==> src/deq_pkg.sv <==
// Shared types and codes for the double-ended queue unit.
// No dependencies; used by deq_ctrl, deq_dp and the top level.
package deq_pkg;

    // operation codes carried in the input tuser field
    typedef enum logic [2:0] {
        OP_PUSH_FRONT = 3'd0,
        OP_PUSH_BACK  = 3'd1,
        OP_POP_FRONT  = 3'd2,
        OP_POP_BACK   = 3'd3,
        OP_PEEK_FRONT = 3'd4,
        OP_PEEK_BACK  = 3'd5
    } t_op;

    // result status codes
    localparam logic [1:0] ST_OK    = 2'd0;
    localparam logic [1:0] ST_EMPTY = 2'd1;
    localparam logic [1:0] ST_FULL  = 2'd2;

    localparam int OP_W     = 3;
    localparam int VALUE_W  = 32;
    localparam int DATA_W   = 32;
    localparam int STATUS_W = 2;
    localparam int COUNT_W  = 5;

    // controller to datapath
    typedef struct packed {
        logic capture;   // latch the input transaction
        logic exec;      // run the operation on queue state
        logic load;      // move the result into the output register
    } t_cmd;

    // datapath to controller
    typedef struct packed {
        logic out_free;  // output register empty or being drained
    } t_stat;

endpackage

==> src/deq_ram.sv <==
// Generic single-write, single-read RAM with registered read data.
// No dependencies.
module deq_ram #(
    parameter int WIDTH = 32,
    parameter int DEPTH = 16
) (
    input  logic                     i_clk,
    input  logic                     i_we,
    input  logic [$clog2(DEPTH)-1:0] i_wr_addr,
    input  logic [WIDTH-1:0]         i_wr_data,
    input  logic                     i_re,
    input  logic [$clog2(DEPTH)-1:0] i_rd_addr,
    output logic [WIDTH-1:0]         o_rd_data
);

    logic [WIDTH-1:0] r_mem [DEPTH];
    logic [WIDTH-1:0] r_rd_data;

    always_ff @(posedge i_clk) begin
        if (i_we) begin
            r_mem[i_wr_addr] <= i_wr_data;
        end
        if (i_re) begin
            r_rd_data <= r_mem[i_rd_addr];
        end
    end

    assign o_rd_data = r_rd_data;

endmodule

==> src/deq_ctrl.sv <==
// Sequencing state machine for the double-ended queue unit.
// Depends on deq_pkg.
module deq_ctrl (
    input  logic           i_clk,
    input  logic           i_rst_n,
    input  logic           i_in_valid,
    output logic           o_in_ready,
    input  deq_pkg::t_stat i_stat,
    output deq_pkg::t_cmd  o_cmd
);

    typedef enum logic [2:0] {
        S_IDLE = 3'b001,
        S_EXEC = 3'b010,
        S_RESP = 3'b100
    } t_state;

    t_state r_state, n_state;

    always_comb begin
        n_state = r_state;
        unique case (r_state)
            S_IDLE: if (i_in_valid) n_state = S_EXEC;
            S_EXEC: n_state = S_RESP;
            S_RESP: if (i_stat.out_free) n_state = S_IDLE;
            default: n_state = S_IDLE;
        endcase
    end

    always_ff @(posedge i_clk) begin
        if (!i_rst_n) begin
            r_state <= S_IDLE;
        end else begin
            r_state <= n_state;
        end
    end

    assign o_in_ready    = (r_state == S_IDLE);
    assign o_cmd.capture = (r_state == S_IDLE) && i_in_valid;
    assign o_cmd.exec    = (r_state == S_EXEC);
    assign o_cmd.load    = (r_state == S_RESP) && i_stat.out_free;

endmodule

==> src/deq_dp.sv <==
// Datapath: ring indices, entry count, slot RAM and output register.
// Depends on deq_pkg and deq_ram.
module deq_dp #(
    parameter int DEPTH = 16,
    parameter int WIDTH = 32
) (
    input  logic                           i_clk,
    input  logic                           i_rst_n,
    input  deq_pkg::t_cmd                  i_cmd,
    output deq_pkg::t_stat                 o_stat,
    input  logic [deq_pkg::OP_W-1:0]       i_opcode,
    input  logic [deq_pkg::VALUE_W-1:0]    i_value,
    output logic                           o_out_valid,
    input  logic                           i_out_ready,
    output logic [deq_pkg::DATA_W-1:0]     o_data,
    output logic [deq_pkg::STATUS_W-1:0]   o_status,
    output logic [deq_pkg::COUNT_W-1:0]    o_count,
    output logic                           o_is_empty
);

    localparam int AW = $clog2(DEPTH);
    localparam int CW = $clog2(DEPTH + 1);
    localparam logic [AW-1:0] LAST_IDX = AW'(DEPTH - 1);
    localparam logic [CW-1:0] FULL_CNT = CW'(DEPTH);

    function automatic logic [AW-1:0] idx_inc(input logic [AW-1:0] i);
        return (i == LAST_IDX) ? '0 : i + 1'b1;
    endfunction

    function automatic logic [AW-1:0] idx_dec(input logic [AW-1:0] i);
        return (i == '0) ? LAST_IDX : i - 1'b1;
    endfunction

    // captured transaction
    logic [deq_pkg::OP_W-1:0]    r_op;
    logic [deq_pkg::VALUE_W-1:0] r_value;

    // queue state
    logic [AW-1:0] r_head, n_head;
    logic [AW-1:0] r_tail, n_tail;
    logic [CW-1:0] r_count, n_count;

    // per-operation result pieces
    logic [deq_pkg::STATUS_W-1:0] r_st, n_st;
    logic                         r_use_rd, n_use_rd;

    // output register
    logic                          r_out_valid;
    logic [deq_pkg::DATA_W-1:0]    r_data;
    logic [deq_pkg::STATUS_W-1:0]  r_status;
    logic [deq_pkg::COUNT_W-1:0]   r_count_o;
    logic                          r_is_empty;

    logic          we, re;
    logic [AW-1:0] wr_addr, rd_addr;
    logic [WIDTH-1:0] wr_data, rd_data;
    logic [63:0]   sx_value, rd_ext, cnt_ext;
    logic          full, empty;

    assign full  = (r_count == FULL_CNT);
    assign empty = (r_count == '0);

    // pushed word: sign-extend, keep WIDTH bits
    assign sx_value = {{32{r_value[31]}}, r_value};
    assign wr_data  = sx_value[WIDTH-1:0];

    always_comb begin
        n_head   = r_head;
        n_tail   = r_tail;
        n_count  = r_count;
        n_st     = deq_pkg::ST_OK;
        n_use_rd = 1'b0;
        we       = 1'b0;
        re       = 1'b0;
        wr_addr  = r_tail;
        rd_addr  = r_head;
        unique case (r_op)
            deq_pkg::OP_PUSH_FRONT: begin
                if (full) begin
                    n_st = deq_pkg::ST_FULL;
                end else begin
                    n_head  = idx_dec(r_head);
                    wr_addr = idx_dec(r_head);
                    we      = 1'b1;
                    n_count = r_count + 1'b1;
                end
            end
            deq_pkg::OP_PUSH_BACK: begin
                if (full) begin
                    n_st = deq_pkg::ST_FULL;
                end else begin
                    wr_addr = r_tail;
                    we      = 1'b1;
                    n_tail  = idx_inc(r_tail);
                    n_count = r_count + 1'b1;
                end
            end
            deq_pkg::OP_POP_FRONT: begin
                if (empty) begin
                    n_st = deq_pkg::ST_EMPTY;
                end else begin
                    rd_addr  = r_head;
                    re       = 1'b1;
                    n_use_rd = 1'b1;
                    n_head   = idx_inc(r_head);
                    n_count  = r_count - 1'b1;
                end
            end
            deq_pkg::OP_POP_BACK: begin
                if (empty) begin
                    n_st = deq_pkg::ST_EMPTY;
                end else begin
                    rd_addr  = idx_dec(r_tail);
                    re       = 1'b1;
                    n_use_rd = 1'b1;
                    n_tail   = idx_dec(r_tail);
                    n_count  = r_count - 1'b1;
                end
            end
            deq_pkg::OP_PEEK_FRONT: begin
                if (empty) begin
                    n_st = deq_pkg::ST_EMPTY;
                end else begin
                    rd_addr  = r_head;
                    re       = 1'b1;
                    n_use_rd = 1'b1;
                end
            end
            deq_pkg::OP_PEEK_BACK: begin
                if (empty) begin
                    n_st = deq_pkg::ST_EMPTY;
                end else begin
                    rd_addr  = idx_dec(r_tail);
                    re       = 1'b1;
                    n_use_rd = 1'b1;
                end
            end
            default: ;  // unused codes: no-op, ok status
        endcase
        if (!i_cmd.exec) begin
            n_head  = r_head;
            n_tail  = r_tail;
            n_count = r_count;
            we      = 1'b0;
            re      = 1'b0;
        end
    end

    deq_ram #(
        .WIDTH (WIDTH),
        .DEPTH (DEPTH)
    ) u_ram (
        .i_clk     (i_clk),
        .i_we      (we),
        .i_wr_addr (wr_addr),
        .i_wr_data (wr_data),
        .i_re      (re),
        .i_rd_addr (rd_addr),
        .o_rd_data (rd_data)
    );

    // low 32 bits of the stored word, zero-filled when narrower
    assign rd_ext  = 64'(rd_data);
    assign cnt_ext = 64'(r_count);

    always_ff @(posedge i_clk) begin
        if (!i_rst_n) begin
            r_head      <= '0;
            r_tail      <= '0;
            r_count     <= '0;
            r_out_valid <= 1'b0;
        end else begin
            r_head  <= n_head;
            r_tail  <= n_tail;
            r_count <= n_count;
            if (i_cmd.load) begin
                r_out_valid <= 1'b1;
            end else if (i_out_ready) begin
                r_out_valid <= 1'b0;
            end
        end
    end

    always_ff @(posedge i_clk) begin
        if (i_cmd.capture) begin
            r_op    <= i_opcode;
            r_value <= i_value;
        end
        if (i_cmd.exec) begin
            r_st     <= n_st;
            r_use_rd <= n_use_rd;
        end
        if (i_cmd.load) begin
            r_data     <= r_use_rd ? rd_ext[deq_pkg::DATA_W-1:0] : '0;
            r_status   <= r_st;
            r_count_o  <= cnt_ext[deq_pkg::COUNT_W-1:0];
            r_is_empty <= empty;
        end
    end

    assign o_stat.out_free = !r_out_valid || i_out_ready;
    assign o_out_valid     = r_out_valid;
    assign o_data          = r_data;
    assign o_status        = r_status;
    assign o_count         = r_count_o;
    assign o_is_empty      = r_is_empty;

endmodule

==> src/double_ended_queue_unit.sv <==
// Top level of the double-ended queue unit: controller plus datapath.
// Depends on deq_pkg, deq_ctrl, deq_dp (and deq_ram below it).
//
// Usage:
//   Slave channel: one transaction is one operation. tuser carries the
//   opcode (push front/back, pop front/back, peek front/back), tdata the
//   word to push (ignored by pops and peeks).
//   Master channel: every operation yields exactly one result transaction
//   with the popped/peeked word, a status (ok, empty, full), the entry
//   count after the operation and an empty flag.
//   Timing: an operation is taken in the idle state, runs on the queue
//   state and slot RAM in the execute state, and its result is loaded
//   into the output register in the response state once that register is
//   free; o_m_axis_tvalid is registered from the load. A new operation is
//   taken only after the previous result is loaded (three-state sequencer).
//   Stall: the output register holds its result while i_m_axis_tready is
//   low; a following operation may be taken and executed but its result
//   waits in the datapath until the output register drains.
//   Reset (i_rst_n low, synchronous) empties the queue (indices and count
//   to zero) and drops any pending result; slot contents are not cleared.
//   A push into a full queue is refused with full status; a pop or peek
//   on an empty queue returns zero with empty status.
module double_ended_queue_unit #(
    parameter int DEPTH = 16,
    parameter int WIDTH = 32
) (
    input  logic        i_clk,
    input  logic        i_rst_n,
    // operation channel
    input  logic        i_s_axis_tvalid,
    output logic        o_s_axis_tready,
    input  logic [31:0] i_s_axis_tdata,   // [31:0] value
    input  logic [2:0]  i_s_axis_tuser,   // [2:0] opcode
    // result channel
    output logic        o_m_axis_tvalid,
    input  logic        i_m_axis_tready,
    output logic [39:0] o_m_axis_tdata,   // [31:0] data, [36:32] count, [39:37] zero
    output logic [2:0]  o_m_axis_tuser    // [1:0] status, [2] is_empty
);

    deq_pkg::t_cmd  cmd;
    deq_pkg::t_stat stat;

    logic [deq_pkg::DATA_W-1:0]   data;
    logic [deq_pkg::STATUS_W-1:0] status;
    logic [deq_pkg::COUNT_W-1:0]  count;
    logic                         is_empty;

    deq_ctrl u_ctrl (
        .i_clk      (i_clk),
        .i_rst_n    (i_rst_n),
        .i_in_valid (i_s_axis_tvalid),
        .o_in_ready (o_s_axis_tready),
        .i_stat     (stat),
        .o_cmd      (cmd)
    );

    deq_dp #(
        .DEPTH (DEPTH),
        .WIDTH (WIDTH)
    ) u_dp (
        .i_clk       (i_clk),
        .i_rst_n     (i_rst_n),
        .i_cmd       (cmd),
        .o_stat      (stat),
        .i_opcode    (i_s_axis_tuser),
        .i_value     (i_s_axis_tdata),
        .o_out_valid (o_m_axis_tvalid),
        .i_out_ready (i_m_axis_tready),
        .o_data      (data),
        .o_status    (status),
        .o_count     (count),
        .o_is_empty  (is_empty)
    );

    assign o_m_axis_tdata = {3'b000, count, data};
    assign o_m_axis_tuser = {is_empty, status};

endmodule

==> config.mk <==
export PLATFORM = sky130hd
export DESIGN_NAME = double_ended_queue_unit
export DESIGN_NICKNAME = d
export VERILOG_FILES = /design/src/deq_pkg.sv /design/src/deq_ram.sv /design/src/deq_ctrl.sv /design/src/deq_dp.sv /design/src/double_ended_queue_unit.sv
export SDC_FILE = /design/constraint.sdc
export NUM_CORES = 1
export LEC_CHECK = 0
export BUFFER_PORTS_ARGS = -buffer_cell sky130_fd_sc_hd__buf_2
export CAP_MARGIN = 5
export CORE_ASPECT_RATIO = 1.4
export CORE_MARGIN = 2
export CORE_UTILIZATION = 54
export DETAILED_ROUTE_END_ITERATION = 8
export GPL_ROUTABILITY_DRIVEN = 0
export GPL_TIMING_DRIVEN = 0
export PLACE_DENSITY = 0.71
export SYNTH_ARGS = -nofsm -noshare
export SYNTH_HDL_FRONTEND = slang
export SYNTH_SLANG_ARGS = --single-unit
==> constraint.sdc <==
create_clock -name i_clk -period 7.1 [get_ports i_clk]
set_clock_uncertainty 0.1 [all_clocks]
set_input_delay 0.71 -clock i_clk [delete_from_list [all_inputs] [get_ports i_clk]]
set_output_delay 0.71 -clock i_clk [all_outputs]
set_load 0.005 [all_outputs]
==> results by group <==
Status
  – Status: complete, no violations

GRT
  – Initial antenna violation count: 3
  – Vias in the first global route: 16163
  – Global-route wire length before repair: 102800 um
  – Tot GR Track Use: 0.2889
  – Largest net degree at the start of global routing: 29
  – Global route overflow: 0

CTS
  – TritonCTS clock tree: built
  – # Post-CTS Setup Buffers: 0
  – Hold-fix buffers, CTS: 0
  – CTS sink count: 639
  – CTS buffer count: 58
  – Longest Clk Path Bufs: 3
  – CTS HTree Levels: 2
  – Skew-Pair Late Insertion Delay: 610 ps
  – Root Driver: clkbuf_16
  – Reg clk slew, reported paths: 70 ps
  – Post-cts resize count: 0

Setup path
  – Setup crit end kind: register
  – Reg2Reg Depth: 8
  – Critical path launch point type: register
  – Worst R2R Start: u_dp.r_count[0]
  – Crit path max fanout: 10
  – CP required: 7460 ps
  – WP data arrival: 4720 ps
  – Setup CP Type: reg -> reg
  – Beginning of the critical path: u_dp.r_count[0]

Timing
  – Final setup viols: 0
  – Fin worst setup slack: 2742 ps
  – Slew headroom: 0.09727
  – Sum Neg Setup Slack: 0 ps
  – Final Max Slew Viols: 0
  – Hold Vio Cnt, Final: 0
  – Final worst path period share: 0.6138
  – Worst-Margin Slew: 1354 ps
  – RSZ-0062 raised after global routing: false
  – Min Hold Slack: 171.1 ps
  – Crit path time final: 4358 ps
  – Max Fclk: 0.2295 GHz

Synthesis
  – Cells after Synth: 1682
  – Ys Warns: 0
  – Top post-synthesis cells by area: edfxtp_1, a221oi_1, a211oi_1
  – Synth unique cells: 54
  – EDFF count, synth: 622
  – Yosys top cell area share: 0.7336
  – FF+latch count, synth: 639
  – Post-synthesis sequential area ratio: 0.7469
  – Top_reg_cell synth: edfxtp_1
  – Syn Area/Cell: 15.14 um^2
  – Syn Std Cell Area: 0.02546 mm^2
  – Fraction of registers with async set/reset: 0
  – Yosys top cell by area: edfxtp_1

Floorplan
  – Die H: 260.9 um
  – Initial Util: 0.5439
  – Io pins: 84
  – # rows: 94
  – Die area: 0.04893 mm^2
  – Die Span X: 187.5 um
  – Core ar.: 0.04681 mm^2

Finish
  – Area growth syn-to-layout: 14.52%
  – Nets: 1892
  – Layout cells sized above 1: 0.1272
  – Fillers: 3416

Detailed routing
  – Vias per inst: 6.573
  – Initial DRC Count: 1913
  – Routed wire per std cell: 28.59 um
  – Pre-Repair DR Iteration Count: 5
  – ANT nets after route: 0
  – Drt drc: 0
  – Drt total wl: 72070 um
  – Via count: 16571

Placed design
  – DP Wirelength: 46440 um
  – # port buffers: 80
  – DP Worst Slack: 2938 ps

Power
  – Power per cell area: 259.4 mW/mm^2
  – Maximum VDD drop: 0.1870 mV
  – Lkg Pwr: 9.703 nW

Worst hold path
  – Hold Crit Depth: 1
  – Worst Hold Class: in -> reg
  – Hold path start: i_s_axis_tdata[29]

Job
  – Max-cap check violation count: 0
where the power goes:
part | internal [mW] | total (mW) | switching (mW)
Combinational | 0.0433 | 0.139 | 0.0961
Clock | 1.82 | 3.20 | 1.38
Sequential | 4.16 | 4.23 | 0.0619
Total | 6.03 | 7.57 | 1.54
metrics by stage:
step / total power [mW] / cell area [um^2] / cells / util
2_1_floorplan: 4.349 / 25470 / 1684 / -
3_3_place_gp: 4.428 / 26650 / 2388 / 0.5693
3_5_place_dp: 4.442 / 27220 / 2409 / 0.5814
4_1_cts: 7.569 / 29150 / 2519 / 0.6228
5_1_grt: 7.720 / 29150 / 2519 / 0.6228
6_report: 7.565 / 29160 / 2521 / 0.6229
path summary, 6_finish.rpt:
check	endpoint	slack (ps)
hold reg to reg	u_dp.o_status[1]	320
setup reg to reg	u_dp.u_ram.o_rd_data[10]	2740
setup / recovery	u_dp.u_ram.o_rd_data[10]	2740
hold / removal	u_dp.r_value[29]	170
cell type report:
type	instances	area, um^2	area share
flip-flops and latches	639	19020	0.6522
multi-input cells	874	5877	0.2015
clock buffers	76	1570	0.05385
repair buffers	101	839.6	0.02879
well taps	624	780.7	0.02678
plain buffers	142	593.1	0.02034
clock inverters	34	366.6	0.01257
inverters	29	108.9	0.003733
diodes	2	5.005	0.0001716
registers in the layout, summed over array words and instances (netlist names), 2 cells and up:
| signal | count |
|---|---|
| u_dp.r_st | 2 |
| u_ctrl.r_state | 3 |
| u_dp.o_data | 32 |
| u_dp.u_ram.r_mem | 512 |
| u_dp.u_ram.o_rd_data | 32 |
| u_dp.r_tail | 4 |
| u_dp.r_value | 32 |
| u_dp.o_status | 2 |
| u_dp.r_op | 3 |
| u_dp.o_count | 5 |
| u_dp.r_count | 5 |
| u_dp.r_head | 4 |
logic make-up after synthesis:
family	after synthesis	synth area share
flops	639	0.7469
compound gates	564	0.1600
simple gates	275	0.05204
buf+inv	171	0.02757
xor+xnor	13	0.004472
mux	11	0.004668
fa+ha+maj	8	0.004226
other cells	1	0.0001473
routing by layer:
metal	up-vias	wire length [um]	GRT usage
met4	4	4628	0.1759
li1	7024	-	-
met5	-	33	0
met3	259	6944	0.04449
met1	8168	25360	0.3577
met2	1116	35110	0.4847
worst max-delay path, cell delays in order, from the launching register on:
cell and delay, ps:
dfxtp_1 390, nor4_2 520, nand2b_1 320, a22oi_1 290, clkbuf_1 850, clkbuf_1 650
a21oi_1 160, a211oi_1 690, or4_1 240
synth_stat cells, types with 3 or more instances:
| cell | count |
|---|---|
| a21oi_1 | 138 |
| nor2b_1 | 6 |
| mux2_2 | 3 |
| a211oi_1 | 148 |
| o21ai_0 | 12 |
| buf_1 | 12 |
| a221oi_1 | 128 |
| nand2b_1 | 3 |
| nor3_1 | 5 |
| or4_1 | 33 |
| mux2i_1 | 7 |
| ha_1 | 7 |
| xor2_1 | 6 |
| edfxtp_1 | 622 |
| buf_6 | 3 |
| buf_2 | 15 |
| xnor2_1 | 7 |
| nand2_1 | 148 |
| dfxtp_1 | 17 |
| nand3_1 | 5 |
| clkbuf_1 | 107 |
| inv_1 | 28 |
| nor2_1 | 28 |
| a21o_1 | 6 |
| buf_4 | 5 |
| a21boi_0 | 113 |
| and2_1 | 38 |
cells in the final DEF (no fill, tap or decap), drive strengths merged, types with 4 or more instances in the layout:
master,netlist,layout
a21o,6,6
a21oi,138,138
nor2b,6,6
ha,7,7
or4,34,34
nor3,5,5
xnor2,7,7
mux2i,7,7
nor2,28,28
buf,35,136
clkbuf,107,183
o21ai,12,12
nand2,148,148
clkinv,1,23
xor2,6,6
inv,28,32
bufinv,0,7
nand3,5,5
edfxtp,622,622
a221oi,128,128
a211oi,148,148
a21boi,113,113
mux2,4,4
and2,38,38
dfxtp,17,17
Note: power is estimated with default switching activity, not from simulation.
